===== src/hw/rtl/rcib_pkg.sv =====
// Shared types, constants and the cosine weight function for the radial blend core.
`default_nettype none

package rcib_pkg;

    // Channel and register widths
    localparam int CH_W         = 8;
    localparam int CFG_COORD_W  = 12;
    localparam int CFG_RADIUS_W = 25;
    localparam int CFG_DATA_W   = 25;
    localparam int CFG_INDEX_W  = 2;
    localparam int PHASE_W      = 17;

    // Register indexes on the configuration port
    typedef enum logic [CFG_INDEX_W-1:0] {
        CFG_CENTER_X   = 2'd0,
        CFG_CENTER_Y   = 2'd1,
        CFG_INV_RADIUS = 2'd2
    } cfg_index_t;

    localparam logic [CFG_COORD_W-1:0]  RST_CENTER_X   = 12'd32;
    localparam logic [CFG_COORD_W-1:0]  RST_CENTER_Y   = 12'd32;
    localparam logic [CFG_RADIUS_W-1:0] RST_INV_RADIUS = 25'd370728;

    // Phase of 1.0 in 16 fraction bits
    localparam logic [PHASE_W-1:0] PHASE_ONE = 17'h10000;

    // Q28 constants for the table build
    localparam logic [63:0] Q28_ONE = 64'h0000_0000_1000_0000;
    localparam logic [63:0] PI_Q28  = 64'd843314857;

    // Pixel pair carried alongside the distance datapath
    typedef struct packed {
        logic [CH_W-1:0] a_blue;
        logic [CH_W-1:0] a_green;
        logic [CH_W-1:0] a_red;
        logic [CH_W-1:0] b_blue;
        logic [CH_W-1:0] b_green;
        logic [CH_W-1:0] b_red;
    } pix_t;

    // Result word, packed so that out_blue sits in the lowest bits
    typedef struct packed {
        logic [CH_W-1:0] weight;
        logic [CH_W-1:0] out_red;
        logic [CH_W-1:0] out_green;
        logic [CH_W-1:0] out_blue;
    } res_t;

    // Raised-cosine weight for a Q28 angle t in [0, pi/2]; far_half mirrors
    // the curve for the second half of the table. Evaluated at elaboration.
    function automatic logic [CH_W-1:0] cos_weight(input logic [63:0] t,
                                                   input logic        far_half);
        logic [63:0] t2;
        logic [63:0] term;
        logic [63:0] c;
        logic [63:0] num;
        logic [63:0] scaled;
        longint      sum;
        t2   = (t * t) >> 28;
        term = Q28_ONE;
        sum  = longint'(Q28_ONE);
        term = ((term * t2) >> 28) / 64'd2;
        sum  = sum - longint'(term);
        term = ((term * t2) >> 28) / 64'd12;
        sum  = sum + longint'(term);
        term = ((term * t2) >> 28) / 64'd30;
        sum  = sum - longint'(term);
        term = ((term * t2) >> 28) / 64'd56;
        sum  = sum + longint'(term);
        term = ((term * t2) >> 28) / 64'd90;
        sum  = sum - longint'(term);
        term = ((term * t2) >> 28) / 64'd132;
        sum  = sum + longint'(term);
        term = ((term * t2) >> 28) / 64'd182;
        sum  = sum - longint'(term);
        term = ((term * t2) >> 28) / 64'd240;
        sum  = sum + longint'(term);
        if (sum < 0) begin
            sum = 0;
        end
        if (sum > longint'(Q28_ONE)) begin
            sum = longint'(Q28_ONE);
        end
        c      = 64'(sum);
        num    = far_half ? (Q28_ONE - c) : (Q28_ONE + c);
        scaled = (64'd255 * num) >> 29;
        return scaled[CH_W-1:0];
    endfunction

endpackage

`default_nettype wire


===== src/hw/rtl/rcib_blend.sv =====
// Two-stage weighted blend of the pixel pair: products, then rounding and saturation.
`default_nettype none

module rcib_blend import rcib_pkg::*; (
    input  wire                 aclk,
    input  wire                 aresetn,
    input  wire                 en,
    input  wire                 in_valid,
    input  pix_t                in_pix,
    input  wire  [CH_W-1:0]     in_weight,
    output logic                out_valid,
    output res_t                out_res
);

    localparam logic [CH_W-1:0] CH_MAX = 8'd255;

    // round(p / 255) for p = x * w, as floor((p + 127) / 255)
    function automatic logic [CH_W-1:0] div255_round(input logic [2*CH_W-1:0] p);
        logic [2*CH_W-1:0] y;
        logic [2*CH_W-1:0] s;
        y = p + 16'd127;
        s = y + 16'd1 + {8'd0, y[2*CH_W-1:CH_W]};
        return s[2*CH_W-1:CH_W];
    endfunction

    logic [CH_W-1:0]   a_ch [3];
    logic [CH_W-1:0]   b_ch [3];
    logic [CH_W-1:0]   w_inv;

    logic              v1_reg;
    logic [2*CH_W-1:0] prod_a_reg [3];
    logic [2*CH_W-1:0] prod_b_reg [3];
    logic [CH_W-1:0]   w1_reg;

    logic              v2_reg;
    logic [CH_W-1:0]   ch_next [3];
    res_t              res_reg;

    assign a_ch[0] = in_pix.a_blue;
    assign a_ch[1] = in_pix.a_green;
    assign a_ch[2] = in_pix.a_red;
    assign b_ch[0] = in_pix.b_blue;
    assign b_ch[1] = in_pix.b_green;
    assign b_ch[2] = in_pix.b_red;
    assign w_inv   = CH_MAX - in_weight;

    always_ff @(posedge aclk) begin
        if (!aresetn) begin
            v1_reg <= 1'b0;
            v2_reg <= 1'b0;
        end else if (en) begin
            v1_reg <= in_valid;
            v2_reg <= v1_reg;
        end
    end

    always_ff @(posedge aclk) begin
        if (en) begin
            for (int c = 0; c < 3; c++) begin
                prod_a_reg[c] <= a_ch[c] * in_weight;
                prod_b_reg[c] <= b_ch[c] * w_inv;
            end
            w1_reg <= in_weight;
        end
    end

    // Sum the rounded terms, clamp at full scale
    always_comb begin
        logic [CH_W:0] total;
        for (int c = 0; c < 3; c++) begin
            total = {1'b0, div255_round(prod_a_reg[c])}
                  + {1'b0, div255_round(prod_b_reg[c])};
            ch_next[c] = total[CH_W] ? CH_MAX : total[CH_W-1:0];
        end
    end

    always_ff @(posedge aclk) begin
        if (en) begin
            res_reg.out_blue  <= ch_next[0];
            res_reg.out_green <= ch_next[1];
            res_reg.out_red   <= ch_next[2];
            res_reg.weight    <= w1_reg;
        end
    end

    assign out_valid = v2_reg;
    assign out_res   = res_reg;

endmodule

`default_nettype wire

===== config.mk =====
export PLATFORM = sky130hd
export DESIGN_NAME = rcib_blend
export DESIGN_NICKNAME = d
export VERILOG_FILES = /design/src/hw/rtl/rcib_pkg.sv /design/src/hw/rtl/rcib_blend.sv
export SDC_FILE = /design/constraint.sdc
export NUM_CORES = 1
export LEC_CHECK = 0
export ABC_AREA = 1
export BUFFER_PORTS_ARGS = -buffer_cell sky130_fd_sc_hd__buf_2
export CORE_ASPECT_RATIO = 1.75
export CORE_MARGIN = 2
export CORE_UTILIZATION = 51
export DETAILED_ROUTE_END_ITERATION = 8
export PLACE_DENSITY_LB_ADDON = 0.05
export SYNTH_ARGS = -nofsm -noshare
export SYNTH_HDL_FRONTEND = slang
export SYNTH_SLANG_ARGS = --single-unit

===== constraint.sdc =====
create_clock -name aclk -period 12.2 [get_ports aclk]
set_input_delay 1.83 -clock aclk [delete_from_list [all_inputs] [get_ports aclk]]
set_output_delay 1.83 -clock aclk [all_outputs]
set_load 0.05 [all_outputs]

* After elaboration in Yosys (flattened, before gate mapping)
Memories as Yosys holds them, arrays and structs flattened.
Index checks and enable logic that the tools add are counted.
** Storage, ports and cells
- Register bits after elaboration :: 42
- Memory bits (writable) :: 96
- Input bits :: 60
- Output and inout port bits :: 33
- Logic and storage cells :: 39
- Memories :: 2
** Memory list
- prod_a_reg :: depth 3, width 16, read ports 3, clocked after memory_dff 0, write ports 3, line rcib_blend.sv:31 : logic [2*CH_W-1:0] prod_a_reg [3];
- prod_b_reg :: depth 3, width 16, read ports 3, clocked after memory_dff 0, write ports 3, line rcib_blend.sv:32 : logic [2*CH_W-1:0] prod_b_reg [3];
** Operators by class
- $add $sub $neg :: 22
- $mul :: 6
- Multiplexer cells :: 2
** Operators by type and width (count)
- 16-bit by 1-bit adder with 16-bit output, second input constant :: 6
- 16-bit by 7-bit adder with 16-bit output, second input constant :: 6
- 16-bit by 8-bit adder with 16-bit output :: 6
- 8-bit by 8-bit multiplier with 16-bit output :: 6
- 8-bit by 8-bit adder with 9-bit output :: 3
- 8-bit subtractor, first input constant :: 1
- 1-bit 2-to-1 mux :: 2

* Depth between registers and ports, before layout
- Depth in word-level cells :: 4
- Mapped depth :: 30

* Least setup slack after synthesis
OpenSTA, ideal clock, no wires.
- Kind :: input port to flip-flop
- Start point :: input port in_weight[7]
- End point :: memory prod_b_reg[0][46] (netlist bit), data pin
- Setup time :: 0.258 ns
- Arrival time :: 5.962 ns
- Data required time :: 11.942 ns
- Slack :: 5.980 ns
- Stages :: 22
- Path buffers :: 2
- Cells stage by stage :: clkbuf_1 > inv_1 > clkbuf_1 > nand2_1 > fa_1 > fa_1 > inv_1 > fa_1 > inv_1 > fa_1 > inv_1 > ha_1 > a21oi_1 > o21ai_0 > a21oi_1 > o21ai_0 > nand2_1 > inv_1 > nor2_1 > nor2_1 > nor2_1 > xnor2_1
** RTL lines
- from (decl) :: line rcib_blend.sv:10 : input wire [CH_W-1:0] in_weight,
- to (decl) :: line rcib_blend.sv:32

==> results.ini <==
[clocking]
cts_buffers = 17
cts_hold_buffers = 0
clk_pin_slew_worst_paths_ns = 0.06
clk_path_buf_depth = 2
cts_tree = built
cts_root_buf = clkbuf_16
numClockSinks = 138
post_cts_resized = 0
post_cts_buffers = 0
worstSkewPairLatency_ns = 0.45
htreeDepth = 4

[final_layout]
drive_above_1_share_pct = 5.91
num-fill-cells = 4289
utilization_pct = 54.8
final_area_um2 = 24100
final_net_count = 3621
stdcell_count = 3651
syn_to_final_growth_pct = 6.87

[timing]
tns_ns = 0
tightest_slew_ns = 0.870
finClkSkew_ns = 0.0125
finalCritPeriodShare_pct = 51.8
worst_slack_ns = 5.88
maxSlewHeadroom_pct = 42.0
grt_setup_unrepaired = no
final_max_slew_viol_count = 0
fin_crit_ns = 6.32
hold_ws_ns = 0.424
final_hold_viol_count = 0
fmax_mhz = 158
setup_violations = 0

[job]
maxCapViolations = 0

[critical_path]
slowest_delay_ns = 0.52
worstPathArrival_ns = 6.51
cp-start-kind = input pin
critPathRequiredTime_ns = 12.40
cp_max_fo = 36
crit_path_frequent_cell = inv_1
path_cells = buf_2 > buf_4 > inv_1 > nand2_1 > fa_1 > fa_1 > inv_1 > fa_1 > inv_1 > fa_1 > inv_1 > ha_1 > a21oi_1 > o21ai_0 > a21oi_1 > o21ai_0 > nand2_1 > inv_1 > nor2_1 > nor2_1 > nor2_1 > xnor2_1
crit_buf_inv = 7
endpoint_kind = register
critPathKind = in -> reg
slowest_stage = fa_1
critPathTopFamily = adder cells

[power]
p_per_area_nw_per_um2 = 230
power.net_switching_mw = 2.95
p_int_mw = 2.61
sw_frac_of_total_pct = 53.1
p_clk_share_pct = 9.5
p_total_mw = 5.56
sequentialPowerShare_pct = 17.9
p_leak_nw = 13.4
power.share.combinational_pct = 72.7
ir_worst_vdd_uv = 253

[die]
initial_core_util_pct = 51.3
die_h_um = 282
fp.dieW_um = 163
rows = 102
coreArea_um2 = 44000
io_pins = 93
die_area_um2 = 46000

[synthesis]
synth.top_cell.area_share_pct = 19.4
synth.distinct_cells = 48
synthMostInstantiatedCell = nand2_1
ys_warn_count = 0
muxShareOfSynthArea_pct = 0
syn_area_um2 = 22600
ys.flop_type = edfxtp_1
syn_nets = 3569
synth_top_family_by_area = adder cells
yosysTopAreaCell = fa_1
syn_inst = 3013
synthTopCellsByCount = 768 x nand2_1, 665 x inv_1, 277 x ha_1
synth_sequential_area_ratio_pct = 18.3
synth_compound_area_share_pct = 4.65
ys_ff_latch = 138
async_reset_ff_share_pct = 0
synthXorXnorAreaFrac_pct = 5.71
yosys.area_share.simple_pct = 24.3
synth.area.top_cells = fa_1 19%, edfxtp_1 18%, ha_1 15%, nand2_1 13%, inv_1 11%
postSynthAreaPerCell_um2 = 7.49
synth-edff-count = 136
synthAdderAreaFrac_pct = 34.8

[placed_design]
gp_congestion = 0.928
dp.cells = 3618
dp_hpwl_mm = 45.1
pre_cts_ws_ns = 5.46
portBuffers = 92
dpl_cell_area_um2 = 23600

[grt]
grt_use_total_pct = 24.8
grt_pass1_wl_mm = 90.8
grt.overflow.total = 0
antenna_found_initial = 9
grt_pass1_vias = 19300
grt_max_degree = 90

[detailed_routing]
drtPass1Iterations = 5
drcViolationCount = 0
drtAntennaViolNets = 0
finalWirelength_mm = 54.7
drtIter0Drc = 784
vias = 18700
viasPerCell = 5.12
wl_per_cell_um = 15.0

[run_status]
status = finished, final reports clean

[min_path]
hold_path.class = reg -> reg

-- area by class of cell --
type / instances / area (um^2) / share of cell area [%]
multi-input cells: 2137 / 15700 / 64.9
flip-flops and latches: 138 / 4120 / 17.1
inverters: 670 / 2510 / 10.4
well taps: 572 / 716 / 2.97
repair buffers: 101 / 534 / 2.21
clock buffers: 19 / 433 / 1.79
clock inverters: 13 / 131 / 0.545
diodes: 1 / 2.50 / 0.0104
-- final timing paths --
check | startpoint | to | slack (ns) | cells after the start
worst min-delay path | w1_reg[4] | out_res[28] | 0.42 | 0
worst min register to register | w1_reg[4] | out_res[28] | 0.42 | 0
worst max register to register | prod_b_reg[0][0] | out_res[5] | 7.12 | 23
worst max-delay path | in_weight[3] | prod_b_reg[0][46] | 5.88 | 22
-- metal layers --
| metal | vias up | global-route usage, % | part of all wire (%) |
|---|---|---|---|
| met4 | 16 | 10.4 | 3.7 |
| met3 | 135 | 3.46 | 3.2 |
| met1 | 8830 | 25.4 | 38 |
| li1 | 9394 | - | - |
| met2 | 328 | 49.2 | 55 |
| met5 | - | 0 | 0.18 |
-- power groups by stage --
stage | sequential, mW | clock, mW | combinational (mW)
6_report | 0.993 | 0.526 | 4.04
5_1_grt | 1.02 | 0.556 | 4.64
4_1_cts | 0.993 | 0.542 | 4.08
3_5_place_dp | 1.00 | 0 | 4.04
3_3_place_gp | 0.999 | 0 | 3.97
2_1_floorplan | 1.11 | 0 | 3.00
-- kinds of logic (layout without fill, tap and decap cells) --
kind of cell | count (synthesis) | count (layout)
and+or+nand+nor | 1307 | 1307
buffers and inverters | 738 | 803
adders and majority gates | 496 | 496
AOI/OAI and AO/OA | 192 | 192
xor gates and xnor gates | 142 | 142
DFF | 138 | 138
other | 0 | 1
-- placed cells by master, fill, tap and decap left out, types with 17 or more instances in the layout --
master       n
fa_1       219
nand2_1    768
edfxtp_1   136
clkbuf_16   17
buf_2       91
inv_1      665
nand3_1    160
ha_1       277
o21ai_0     50
xor2_1      90
nor2_1     259
xnor2_1     46
a21oi_1    102
nand4_1     40
Note: power is estimated with default switching activity, not from simulation.
