<file path="config.mk">
export PLATFORM = sky130hd
export DESIGN_NAME = rcib_isqrt
export DESIGN_NICKNAME = d
export VERILOG_FILES = /design/src/hw/rtl/rcib_pkg.sv /design/src/hw/rtl/rcib_isqrt.sv
export SDC_FILE = /design/constraint.sdc
export NUM_CORES = 1
export LEC_CHECK = 0
export ABC_AREA = 0
export BUFFER_PORTS_ARGS = -buffer_cell sky130_fd_sc_hd__buf_4
export CORE_UTILIZATION = 60
export CTS_CLUSTER_SIZE = 28
export DETAILED_ROUTE_END_ITERATION = 8
export PLACE_DENSITY = 0.77
export SLEW_MARGIN = 10
export SYNTH_ARGS = -nofsm -noshare
export SYNTH_HDL_FRONTEND = slang
export SYNTH_SLANG_ARGS = --single-unit
</file>
<file path="constraint.sdc">
create_clock -name aclk -period 14 [get_ports aclk]
set_input_delay 2.8 -clock aclk [delete_from_list [all_inputs] [get_ports aclk]]
set_output_delay 2.8 -clock aclk [all_outputs]
set_load 0.005 [all_outputs]
</file>
<file path="src/hw/rtl/rcib_pkg.sv">
// Shared types, constants and the cosine weight function for the radial blend core.
`default_nettype none

package rcib_pkg;

    // Channel and register widths
    localparam int CH_W         = 8;
    localparam int CFG_COORD_W  = 12;
    localparam int CFG_RADIUS_W = 25;
    localparam int CFG_DATA_W   = 25;
    localparam int CFG_INDEX_W  = 2;
    localparam int PHASE_W      = 17;

    // Register indexes on the configuration port
    typedef enum logic [CFG_INDEX_W-1:0] {
        CFG_CENTER_X   = 2'd0,
        CFG_CENTER_Y   = 2'd1,
        CFG_INV_RADIUS = 2'd2
    } cfg_index_t;

    localparam logic [CFG_COORD_W-1:0]  RST_CENTER_X   = 12'd32;
    localparam logic [CFG_COORD_W-1:0]  RST_CENTER_Y   = 12'd32;
    localparam logic [CFG_RADIUS_W-1:0] RST_INV_RADIUS = 25'd370728;

    // Phase of 1.0 in 16 fraction bits
    localparam logic [PHASE_W-1:0] PHASE_ONE = 17'h10000;

    // Q28 constants for the table build
    localparam logic [63:0] Q28_ONE = 64'h0000_0000_1000_0000;
    localparam logic [63:0] PI_Q28  = 64'd843314857;

    // Pixel pair carried alongside the distance datapath
    typedef struct packed {
        logic [CH_W-1:0] a_blue;
        logic [CH_W-1:0] a_green;
        logic [CH_W-1:0] a_red;
        logic [CH_W-1:0] b_blue;
        logic [CH_W-1:0] b_green;
        logic [CH_W-1:0] b_red;
    } pix_t;

    // Result word, packed so that out_blue sits in the lowest bits
    typedef struct packed {
        logic [CH_W-1:0] weight;
        logic [CH_W-1:0] out_red;
        logic [CH_W-1:0] out_green;
        logic [CH_W-1:0] out_blue;
    } res_t;

    // Raised-cosine weight for a Q28 angle t in [0, pi/2]; far_half mirrors
    // the curve for the second half of the table. Evaluated at elaboration.
    function automatic logic [CH_W-1:0] cos_weight(input logic [63:0] t,
                                                   input logic        far_half);
        logic [63:0] t2;
        logic [63:0] term;
        logic [63:0] c;
        logic [63:0] num;
        logic [63:0] scaled;
        longint      sum;
        t2   = (t * t) >> 28;
        term = Q28_ONE;
        sum  = longint'(Q28_ONE);
        term = ((term * t2) >> 28) / 64'd2;
        sum  = sum - longint'(term);
        term = ((term * t2) >> 28) / 64'd12;
        sum  = sum + longint'(term);
        term = ((term * t2) >> 28) / 64'd30;
        sum  = sum - longint'(term);
        term = ((term * t2) >> 28) / 64'd56;
        sum  = sum + longint'(term);
        term = ((term * t2) >> 28) / 64'd90;
        sum  = sum - longint'(term);
        term = ((term * t2) >> 28) / 64'd132;
        sum  = sum + longint'(term);
        term = ((term * t2) >> 28) / 64'd182;
        sum  = sum - longint'(term);
        term = ((term * t2) >> 28) / 64'd240;
        sum  = sum + longint'(term);
        if (sum < 0) begin
            sum = 0;
        end
        if (sum > longint'(Q28_ONE)) begin
            sum = longint'(Q28_ONE);
        end
        c      = 64'(sum);
        num    = far_half ? (Q28_ONE - c) : (Q28_ONE + c);
        scaled = (64'd255 * num) >> 29;
        return scaled[CH_W-1:0];
    endfunction

endpackage

`default_nettype wire

</file>
<file path="src/hw/rtl/rcib_isqrt.sv">
// Pipelined integer square root of (sum << 16), two result bits per stage.
`default_nettype none

module rcib_isqrt import rcib_pkg::*; #(
    parameter int IN_W = 25
) (
    input  wire                            aclk,
    input  wire                            aresetn,
    input  wire                            en,
    input  wire                            in_valid,
    input  wire  [IN_W-1:0]                in_sum,
    input  pix_t                           in_pix,
    output logic                           out_valid,
    output logic [((IN_W+19)/4)*2-1:0]     out_root,
    output pix_t                           out_pix
);

    localparam int STAGES = (IN_W + 19) / 4;
    localparam int NP     = 4 * STAGES;
    localparam int ROOT_W = NP / 2;
    localparam int RW     = ROOT_W + 2;

    logic              v_reg   [STAGES];
    logic [RW-1:0]     rem_reg [STAGES];
    logic [ROOT_W-1:0] q_reg   [STAGES];
    logic [NP-1:0]     op_reg  [STAGES];
    pix_t              pix_reg [STAGES];

    for (genvar s = 0; s < STAGES; s++) begin : g_stage
        logic              v_in;
        logic [RW-1:0]     rem_in;
        logic [ROOT_W-1:0] q_in;
        logic [NP-1:0]     op_in;
        pix_t              pix_in;
        logic [RW-1:0]     rem_next;
        logic [ROOT_W-1:0] q_next;
        logic [NP-1:0]     op_next;

        if (s == 0) begin : g_first
            assign v_in   = in_valid;
            assign rem_in = '0;
            assign q_in   = '0;
            assign op_in  = NP'({in_sum, 16'd0});
            assign pix_in = in_pix;
        end else begin : g_next
            assign v_in   = v_reg[s-1];
            assign rem_in = rem_reg[s-1];
            assign q_in   = q_reg[s-1];
            assign op_in  = op_reg[s-1];
            assign pix_in = pix_reg[s-1];
        end

        // Two restoring steps: bring down a bit pair, try subtracting 4q+1
        always_comb begin
            logic [RW-1:0]     rv;
            logic [ROOT_W-1:0] qv;
            logic [NP-1:0]     ov;
            logic [RW-1:0]     trial;
            rv = rem_in;
            qv = q_in;
            ov = op_in;
            for (int i = 0; i < 2; i++) begin
                rv    = {rv[RW-3:0], ov[NP-1 -: 2]};
                ov    = {ov[NP-3:0], 2'b00};
                trial = {qv, 2'b01};
                if (rv >= trial) begin
                    rv = rv - trial;
                    qv = {qv[ROOT_W-2:0], 1'b1};
                end else begin
                    qv = {qv[ROOT_W-2:0], 1'b0};
                end
            end
            rem_next = rv;
            q_next   = qv;
            op_next  = ov;
        end

        always_ff @(posedge aclk) begin
            if (!aresetn) begin
                v_reg[s] <= 1'b0;
            end else if (en) begin
                v_reg[s] <= v_in;
            end
        end

        always_ff @(posedge aclk) begin
            if (en) begin
                rem_reg[s] <= rem_next;
                q_reg[s]   <= q_next;
                op_reg[s]  <= op_next;
                pix_reg[s] <= pix_in;
            end
        end
    end

    assign out_valid = v_reg[STAGES-1];
    assign out_root  = q_reg[STAGES-1];
    assign out_pix   = pix_reg[STAGES-1];

endmodule

`default_nettype wire

</file>
== Word-level counts from Yosys, hierarchy flattened ==
Memory sizes are Yosys's and may differ from the RTL's.
Index checks and enable logic that the tools add are counted.

* Register bits after elaboration: 0
* RAM bits: 1485
* Output and inout bits: 71
* Memories kept: 5

* Add/sub/neg operators: 21
* Order comparisons: 21
* Muxes and demuxes: 58
* Bitwise operators: 11

{| class="wikitable"
|+ Memory list
! name !! words !! width !! read ports !! clocked after Yosys merged registers in !! wr ports !! line !! text
|-
| pix_reg || 11 || 48 || 11 || 0 || 11 || rcib_isqrt.sv:27 || <nowiki>pix_t pix_reg [STAGES];</nowiki>
|-
| op_reg || 11 || 40 || 10 || 0 || 11 || rcib_isqrt.sv:26 || <nowiki>logic [NP-1:0] op_reg [STAGES];</nowiki>
|-
| rem_reg || 11 || 24 || 10 || 0 || 11 || rcib_isqrt.sv:24 || <nowiki>logic [RW-1:0] rem_reg [STAGES];</nowiki>
|-
| q_reg || 11 || 22 || 11 || 0 || 11 || rcib_isqrt.sv:25 || <nowiki>logic [ROOT_W-1:0] q_reg [STAGES];</nowiki>
|-
| v_reg || 11 || 1 || 11 || 0 || 11 || rcib_isqrt.sv:23 || <nowiki>logic v_reg [STAGES];</nowiki>
|}

{| class="wikitable"
|+ Operators with widths
! kind !! count
|-
| $ge A24 B24 Y1 || 20
|-
| $mux W24 || 11
|-
| $sub A24 B24 Y24 || 10
|-
| $mux W22 || 10
|-
| $sub A22 B22 Y22 || 10
|-
| $mux W1 || 37
|-
| $or A1 B1 Y1 || 11
|-
| $sub A1 B1 Y2 const B || 1
|-
| $ge A1 B1 Y1 const B || 1
|}

== Longest topological paths before layout ==
Gate-level depths: netlist of run 1.
An unclocked memory read counts as a cell.

* Word-level depth: 5
* Gate-level depth with buffers: 26
* Depth with buffers taken out: 24

== Worst setup path after synthesis of run 1 ==
OpenSTA, ideal clock, no wires.

* Kind: reg-to-reg
* From: mem rem_reg[7][0] in the netlist's numbering
* To: mem rem_reg[8][10] in the netlist's numbering (data pin)
* Setup time: 0.260 ns
* Arrival time: 5.910 ns
* Path slack: 7.830 ns
* Stages on the path, launching flop included: 24
* Clock period less this slack: 6.170 ns
* Path through: edfxtp_1 -> ha_1 -> fa_1 -> a21o_1 -> a21oi_1 -> o21a_1 -> nor3_1 -> o31ai_1 -> nand2_1 -> clkbuf_1 -> nor2_1 -> a21oi_1 -> ha_1 -> nor4_1 -> a21oi_1 -> and4_1 -> a21o_1 -> o41ai_1 -> o2111ai_1 -> nor2_1 -> nand2_1 -> nor2_1 -> clkbuf_1 -> mux2_2

{| class="wikitable"
|+ RTL lines
! item !! line
|-
| from (decl) || rcib_isqrt.sv:24
|}

==> reports/qor.csv, run 1 <==
metric,value,unit
Peak VDD IR,0.147,mV
top_reg_cell synth,edfxtp_1,
Cell Rows,99,
clock-pin transition on the worst setup and hold timing paths,0.06,ns
Highest Clock Rate,134,MHz
PD cells,162,nW/µm²
highest routed metal layer,met4,
reg2reg end,rem_reg[9][2],
Worst setup EP type,flop,
Initial Utilization,0.610,
GR Util All Layers,0.213,
CP Max Fanout,29,
"EDFF count, synth",939,
initial antenna violation count,0,
First-pass DRT Iterations,7,
die footprint,75600,µm²
DRT Wirelength,80300,µm
Cell variety after synth,97,
DR vias,26784,
fin nets,3920,
setup TNS,0,ns
synthesized cell area,44700,µm²
Syn-to-layout area delta,11.9,%
die width,275,µm
fin crit period,7.45,ns
slowest CP cell,nand3_1,
"most common cell after layout, fill and taps aside",edfxtp_1,
Critical Path RT,14.40,ns
remaining antenna violation count,0,
FF-to-FF Start,rem_reg[8][0],
hold-fix buffers at CTS,0,
Placed Instances,4467,
WHS Path Cells,0,
PnR Total Power,8.12,mW
WL met1,37000,µm
"Seq/Total Area, Yosys",0.631,
Iteration-0 DRC Markers,1977,
Detail Route met3 WL,3970,µm
core area,73300,µm²
post-cts sizing count,0,
PortBufs,146,
Die Y,275,µm
Setup crit start,rem_reg[8][0],
register bit count reported by yosys,940,
Ys Warns,0,
vias in the first global route,25846,
cells along the critical path,ha_1 > fa_1 > a21o_1 > a311oi_1 > o21ai_0 > o221ai_1 > o22ai_1 > nand3b_1 > buf_4 > mux2_2 > ha_1 > a211oi_1 > o21ai_0 > and3_1 > o31a_1 > o41ai_2 > o21ai_0 > a221oi_1 > and2_1 > nand3_1 > or2_2,
Largest register FFs,528,
DR WL/cell,17.3,µm
Async SR Flop Fraction,0,
crit share post-route,0.532,
Slowest Stage Delay on Critical Path,0.66,ns
unrepaired setup endpoints after global routing,false,
Congestion Overflow GR,0,
RePlAce Congestion,0.925,
Worst Hold Class,reg2reg,
CTS sink cnt,940,
Syn Area/Cell,13.1,µm²
failing checks,DRC,
CTS max path bufs,3,
Worst Tran Pin Value,1.09,ns
H-tree depth,3,
drt drc,11,
dpl hpwl,56200,µm
metal2 WL,37300,µm
crit start category,flop,
Slew HR,0.269,
worst clock skew,0.0303,ns
cell mode on critical path,o21ai_0,
run status,finished with violations,
Setup crit end,rem_reg[9][2],
Max-cap violations,0,
most frequent cells in the layout,"edfxtp_1 (939), nor2_1 (289), ha_1 (235), a21oi_1 (213), inv_1 (190)",
WP data arrival,7.85,ns
layout cell share with drive strength beyond 1,0.117,
final setup violation count,0,
Post-CTS Setup Bufs,0,
clock buffer count from CTS,93,
number of diodes,0,
pin count of the biggest net entering global routing,191,
Mapped Cells,3405,
CTS tree,built,
vias per cell,5.77,
global-route wire length before repair,129000,µm
"Slew Viols, Final",0,
R2R Setup Slk,6.55,ns
clk root buf,clkbuf_16,
worst hold slack,0.409,ns
I/O Pins,148,
final hold vios,0,
post-layout util,0.682,
Layout Cells excl Fill,4640,
crit path kind,reg2reg,
worst skew pair latency,0.65,ns
Leak,18.9,nW
cells on worst reg2reg path,21,
power breakdown:
part	internal [mW]	leakage [nW]	total, mW	switching [mW]
logic	0.867	8.31	1.96	1.09
clock network	1.42	1.51	2.48	1.05
registers	3.49	9.04	3.68	0.185
total	5.78	18.9	8.12	2.33
per-stage QoR:
step | instance area, µm² | setup slack [ns]
floorplan | 44700 | 7.83
CTS | 50000 | 6.54
global placement | 46900 | 6.85
finish | 50000 | 6.55
detailed placement | 46900 | 6.56
global route | 50000 | 6.13
cell families after synthesis:
group	after synthesis	share of synthesized area
simple gates	943	0.107
flops	940	0.631
compound gates	697	0.102
buf+inv	253	0.0225
xor+xnor	242	0.0474
fa+ha+maj	240	0.0680
mux	89	0.0220
other cells	1	0.0000839
cells in the mapped netlist, types with 13 or more instances:
cell type / instances / area [µm²]
nand2_1: 176 / 661
xnor2_1: 164 / 1440
nor4_1: 33 / 206
and2_1: 16 / 100
nor2b_1: 33 / 206
o21ai_0: 128 / 641
mux2_2: 74 / 833
nor3b_1: 13 / 97.6
edfxtp_1: 939 / 28200
or3_1: 38 / 238
and3_1: 37 / 231
xor2_1: 78 / 683
ha_1: 235 / 2940
clkbuf_1: 35 / 131
o21bai_1: 15 / 113
a211oi_1: 28 / 210
a31oi_1: 21 / 131
or4_1: 21 / 158
inv_1: 190 / 713
nand2b_1: 32 / 200
nor3_1: 82 / 410
a21o_1: 71 / 533
nor2_1: 290 / 1090
mux2i_1: 14 / 140
a21oi_1: 213 / 1070
nand3_1: 69 / 345
o21a_1: 36 / 270
o211ai_1: 21 / 158
o31ai_1: 31 / 233
o31a_1: 14 / 123
nand4_1: 28 / 175
final cells by class:
| type | count | area [µm²] |
|---|---|---|
| clock buffers | 110 | 2420 |
| clock inverters | 63 | 708 |
| fillers | 5192 | 23300 |
| inverters | 196 | 736 |
| multi-input cells | 2213 | 15500 |
| flip-flops and latches | 940 | 28200 |
| well taps | 959 | 1200 |
| repair buffers | 159 | 1240 |
per-layer routing:
layer  vias up  track usage
met5         -            0
met4         0       0.0727
met3       135       0.0346
met2       631        0.345
met1     12678        0.294
li1      13340            -
critical path: cells and delay by family (launching register included):
family          cells  cell delay, ns
flops               1            0.48
buf+inv             1            0.24
simple gates        5            1.92
fa+ha+maj           3            0.97
compound gates     11            3.24
mux                 1            0.32
worst min-delay path by stage:
stage	end	start
3_5_place_dp	op_reg[1][39]	op_reg[0][35]
3_3_place_gp	pix_reg[1][32]	pix_reg[0][32]
5_1_grt	pix_reg[9][9]	pix_reg[8][9]
6_report	pix_reg[2][7]	pix_reg[1][7]
4_1_cts	op_reg[4][37]	op_reg[3][33]
2_1_floorplan	op_reg[1][20]	op_reg[0][16]
No activity file was read; power rests on OpenSTA's default activity.
==> inputs of run 2 (changes only) <==
Clock period 14 ns to 7.2 ns, I/O delays scaled along.
==> run 2 against run 1 <==
Compared with the run above: critical path type unchanged; largest power group unchanged; sequential cell count stayed put; the flow still finishes with violations (DRC); clock skew increased by 0.016 ns; cell area up 0.20%; global-route usage up 0.21 points.
==> reports/qor.csv, run 2 (synthesis gave the netlist of run 1 again) <==
metric,value,unit,change
setup TNS,0,ns,unchanged
I/O Pins,148,,unchanged
Die Y,275,µm,unchanged
vias per cell,5.74,,was 5.77
reg2reg end,rem_reg[9][16],,was rem_reg[9][2]
CTS tree,built,,unchanged
Cell Rows,99,,unchanged
"most common cell after layout, fill and taps aside",edfxtp_1,,unchanged
DR vias,26743,,"was 26,784"
RePlAce Congestion,0.925,,about the same
unrepaired setup endpoints after global routing,false,,unchanged
clock-pin transition on the worst setup and hold timing paths,0.06,ns,about the same
DRT Wirelength,81400,µm,"was 80,300 µm"
WHS Path Cells,0,,unchanged
fin nets,3943,,"was 3,920"
Worst setup EP type,flop,,unchanged
PortBufs,146,,unchanged
CTS max path bufs,3,,unchanged
Initial Utilization,0.610,,unchanged
Slew HR,0.291,,was 0.269
GR Util All Layers,0.215,,was 0.213
initial antenna violation count,0,,unchanged
DR WL/cell,17.5,µm,was 17.3 µm
pin count of the biggest net entering global routing,184,,was 191
Critical Path RT,7.59,ns,was 14.40 ns
H-tree depth,3,,unchanged
die width,275,µm,unchanged
Placed Instances,4485,,"was 4,467"
Syn-to-layout area delta,12.1,%,was 11.9%
First-pass DRT Iterations,7,,unchanged
Iteration-0 DRC Markers,1800,,"was 1,977"
clk root buf,clkbuf_16,,unchanged
crit share post-route,0.907,,was 0.532
worst hold slack,0.377,ns,was 0.409 ns
Max-cap violations,0,,unchanged
final setup violation count,0,,unchanged
Worst Hold End,pix_reg[4][9],,was pix_reg[2][7]
crit path kind,reg2reg,,unchanged
failing checks,DRC,,unchanged
FF-to-FF Start,rem_reg[8][0],,unchanged
number of diodes,0,,unchanged
vias in the first global route,25355,,"was 25,846"
PD cells,314,nW/µm²,was 162 nW/µm²
Largest register FFs,528,,unchanged
HP Start,pix_reg[3][9],,was pix_reg[1][7]
dpl hpwl,56800,µm,"was 56,200 µm"
Leak,18.9,nW,about the same
die footprint,75600,µm²,unchanged
"Slew Viols, Final",0,,unchanged
cells on worst reg2reg path,22,,was 21
worst clock skew,0.0464,ns,was 0.0303 ns
Peak VDD IR,0.212,mV,was 0.147 mV
final hold vios,0,,unchanged
Layout Cells excl Fill,4662,,"was 4,640"
R2R Setup Slk,0.67,ns,was 6.55 ns
Highest Clock Rate,153,MHz,was 134 MHz
drt drc,11,,unchanged
WP data arrival,6.92,ns,was 7.85 ns
core area,73300,µm²,unchanged
clock buffer count from CTS,95,,was 93
worst skew pair latency,0.68,ns,was 0.65 ns
CTS sink cnt,940,,unchanged
run status,finished with violations,,unchanged
crit start category,flop,,unchanged
Worst Tran Pin Value,1.06,ns,was 1.09 ns
Worst Hold Class,reg2reg,,unchanged
Fill cells,5290,,"was 5,192"
remaining antenna violation count,0,,unchanged
layout cell share with drive strength beyond 1,0.120,,was 0.117
fin crit period,6.53,ns,was 7.45 ns
most frequent cells in the layout,"edfxtp_1 (939), nor2_1 (290), ha_1 (235), a21oi_1 (213), inv_1 (190)",,"was edfxtp_1 (939), nor2_1 (289), ha_1 (235), a21oi_1 (213), inv_1 (190)"
hold-fix buffers at CTS,0,,unchanged
PnR Total Power,15.8,mW,was 8.12 mW
CP Max Fanout,20,,was 29
Congestion Overflow GR,0,,unchanged
global-route wire length before repair,130000,µm,"was 129,000 µm"
[run 2: cell count changes in the layout (fill, tap and decap cells not counted), moves of 2 or more]
cell,before,now
clkbuf_8,3,0
clkbuf_1,14,22
buf_4,155,176
clkbuf_16,93,95
bufinv_16,9,7
clkinvlp_4,6,4
[run 2: critical path: stages, from the launching register on]
cell and delay, ns:
edfxtp_1 0.48, ha_1 0.27, fa_1 0.40, a21o_1 0.19
a311oi_1 0.46, o21ai_0 0.26, o221ai_1 0.25, o22ai_1 0.13
nand3b_1 0.17, buf_4 0.19, mux2_2 0.29, ha_1 0.29
a211oi_1 0.31, o21ai_0 0.18, and3_1 0.23, o31a_1 0.30
o41ai_2 0.36, o21ai_0 0.21, a221oi_1 0.33, and2_1 0.29
nand3_1 0.10, buf_4 0.24, mux2_2 0.29
[run 2: per-layer routing]
| layer | global-route usage | vias up | share of wire |
|---|---|---|---|
| li1 | - | 13376 | - |
| met1 | 0.299 | 12555 | 0.46 |
| met2 | 0.341 | 664 | 0.46 |
| met3 | 0.0410 | 148 | 0.059 |
| met4 | 0.0740 | 0 | 0.027 |
| met5 | 0 | - | 0 |
[run 2: metrics by stage]
stage	setup slack [ns]	instance area, µm²	utilization
6_report	0.667	50100	0.684
5_1_grt	0.0851	50100	0.684
4_1_cts	0.398	50100	0.683
3_5_place_dp	0.467	47000	0.641
3_3_place_gp	0.565	47000	0.641
2_1_floorplan	1.03	44700	-
[run 2: cell type report]
type	count	area, µm²	share of cell area
clock inverters	57	614	0.0123
inverters	196	736	0.0147
multi-input cells	2213	15500	0.309
well taps	959	1200	0.0239
flip-flops and latches	940	28200	0.563
clock buffers	117	2460	0.0491
repair buffers	180	1400	0.0279
[run 2: timing repair]
action	4_1_cts	5_1_grt
resized for setup	0	0
setup endpoints to repair	0	18
setup buffers	0	3
[run 2: how the worst max path moves through the flow]
stage,start,endpoint,slack (ns),cells after the start
floorplan,rem_reg[7][0],rem_reg[8][10],1.03,23
global placement,rem_reg[8][0],rem_reg[9][2],0.57,21
detailed placement,rem_reg[8][0],rem_reg[9][7],0.47,21
CTS,rem_reg[8][0],rem_reg[9][16],0.40,21
global route,rem_reg[8][0],rem_reg[9][16],0.09,22
finish,rem_reg[8][0],rem_reg[9][16],0.67,22
[run 2: power breakdown]
group	leakage, nW	switching (mW)	total, mW	internal (mW)
logic	8.41	2.13	3.83	1.70
registers	9.04	0.358	7.15	6.79
clock network	1.48	2.06	4.77	2.71
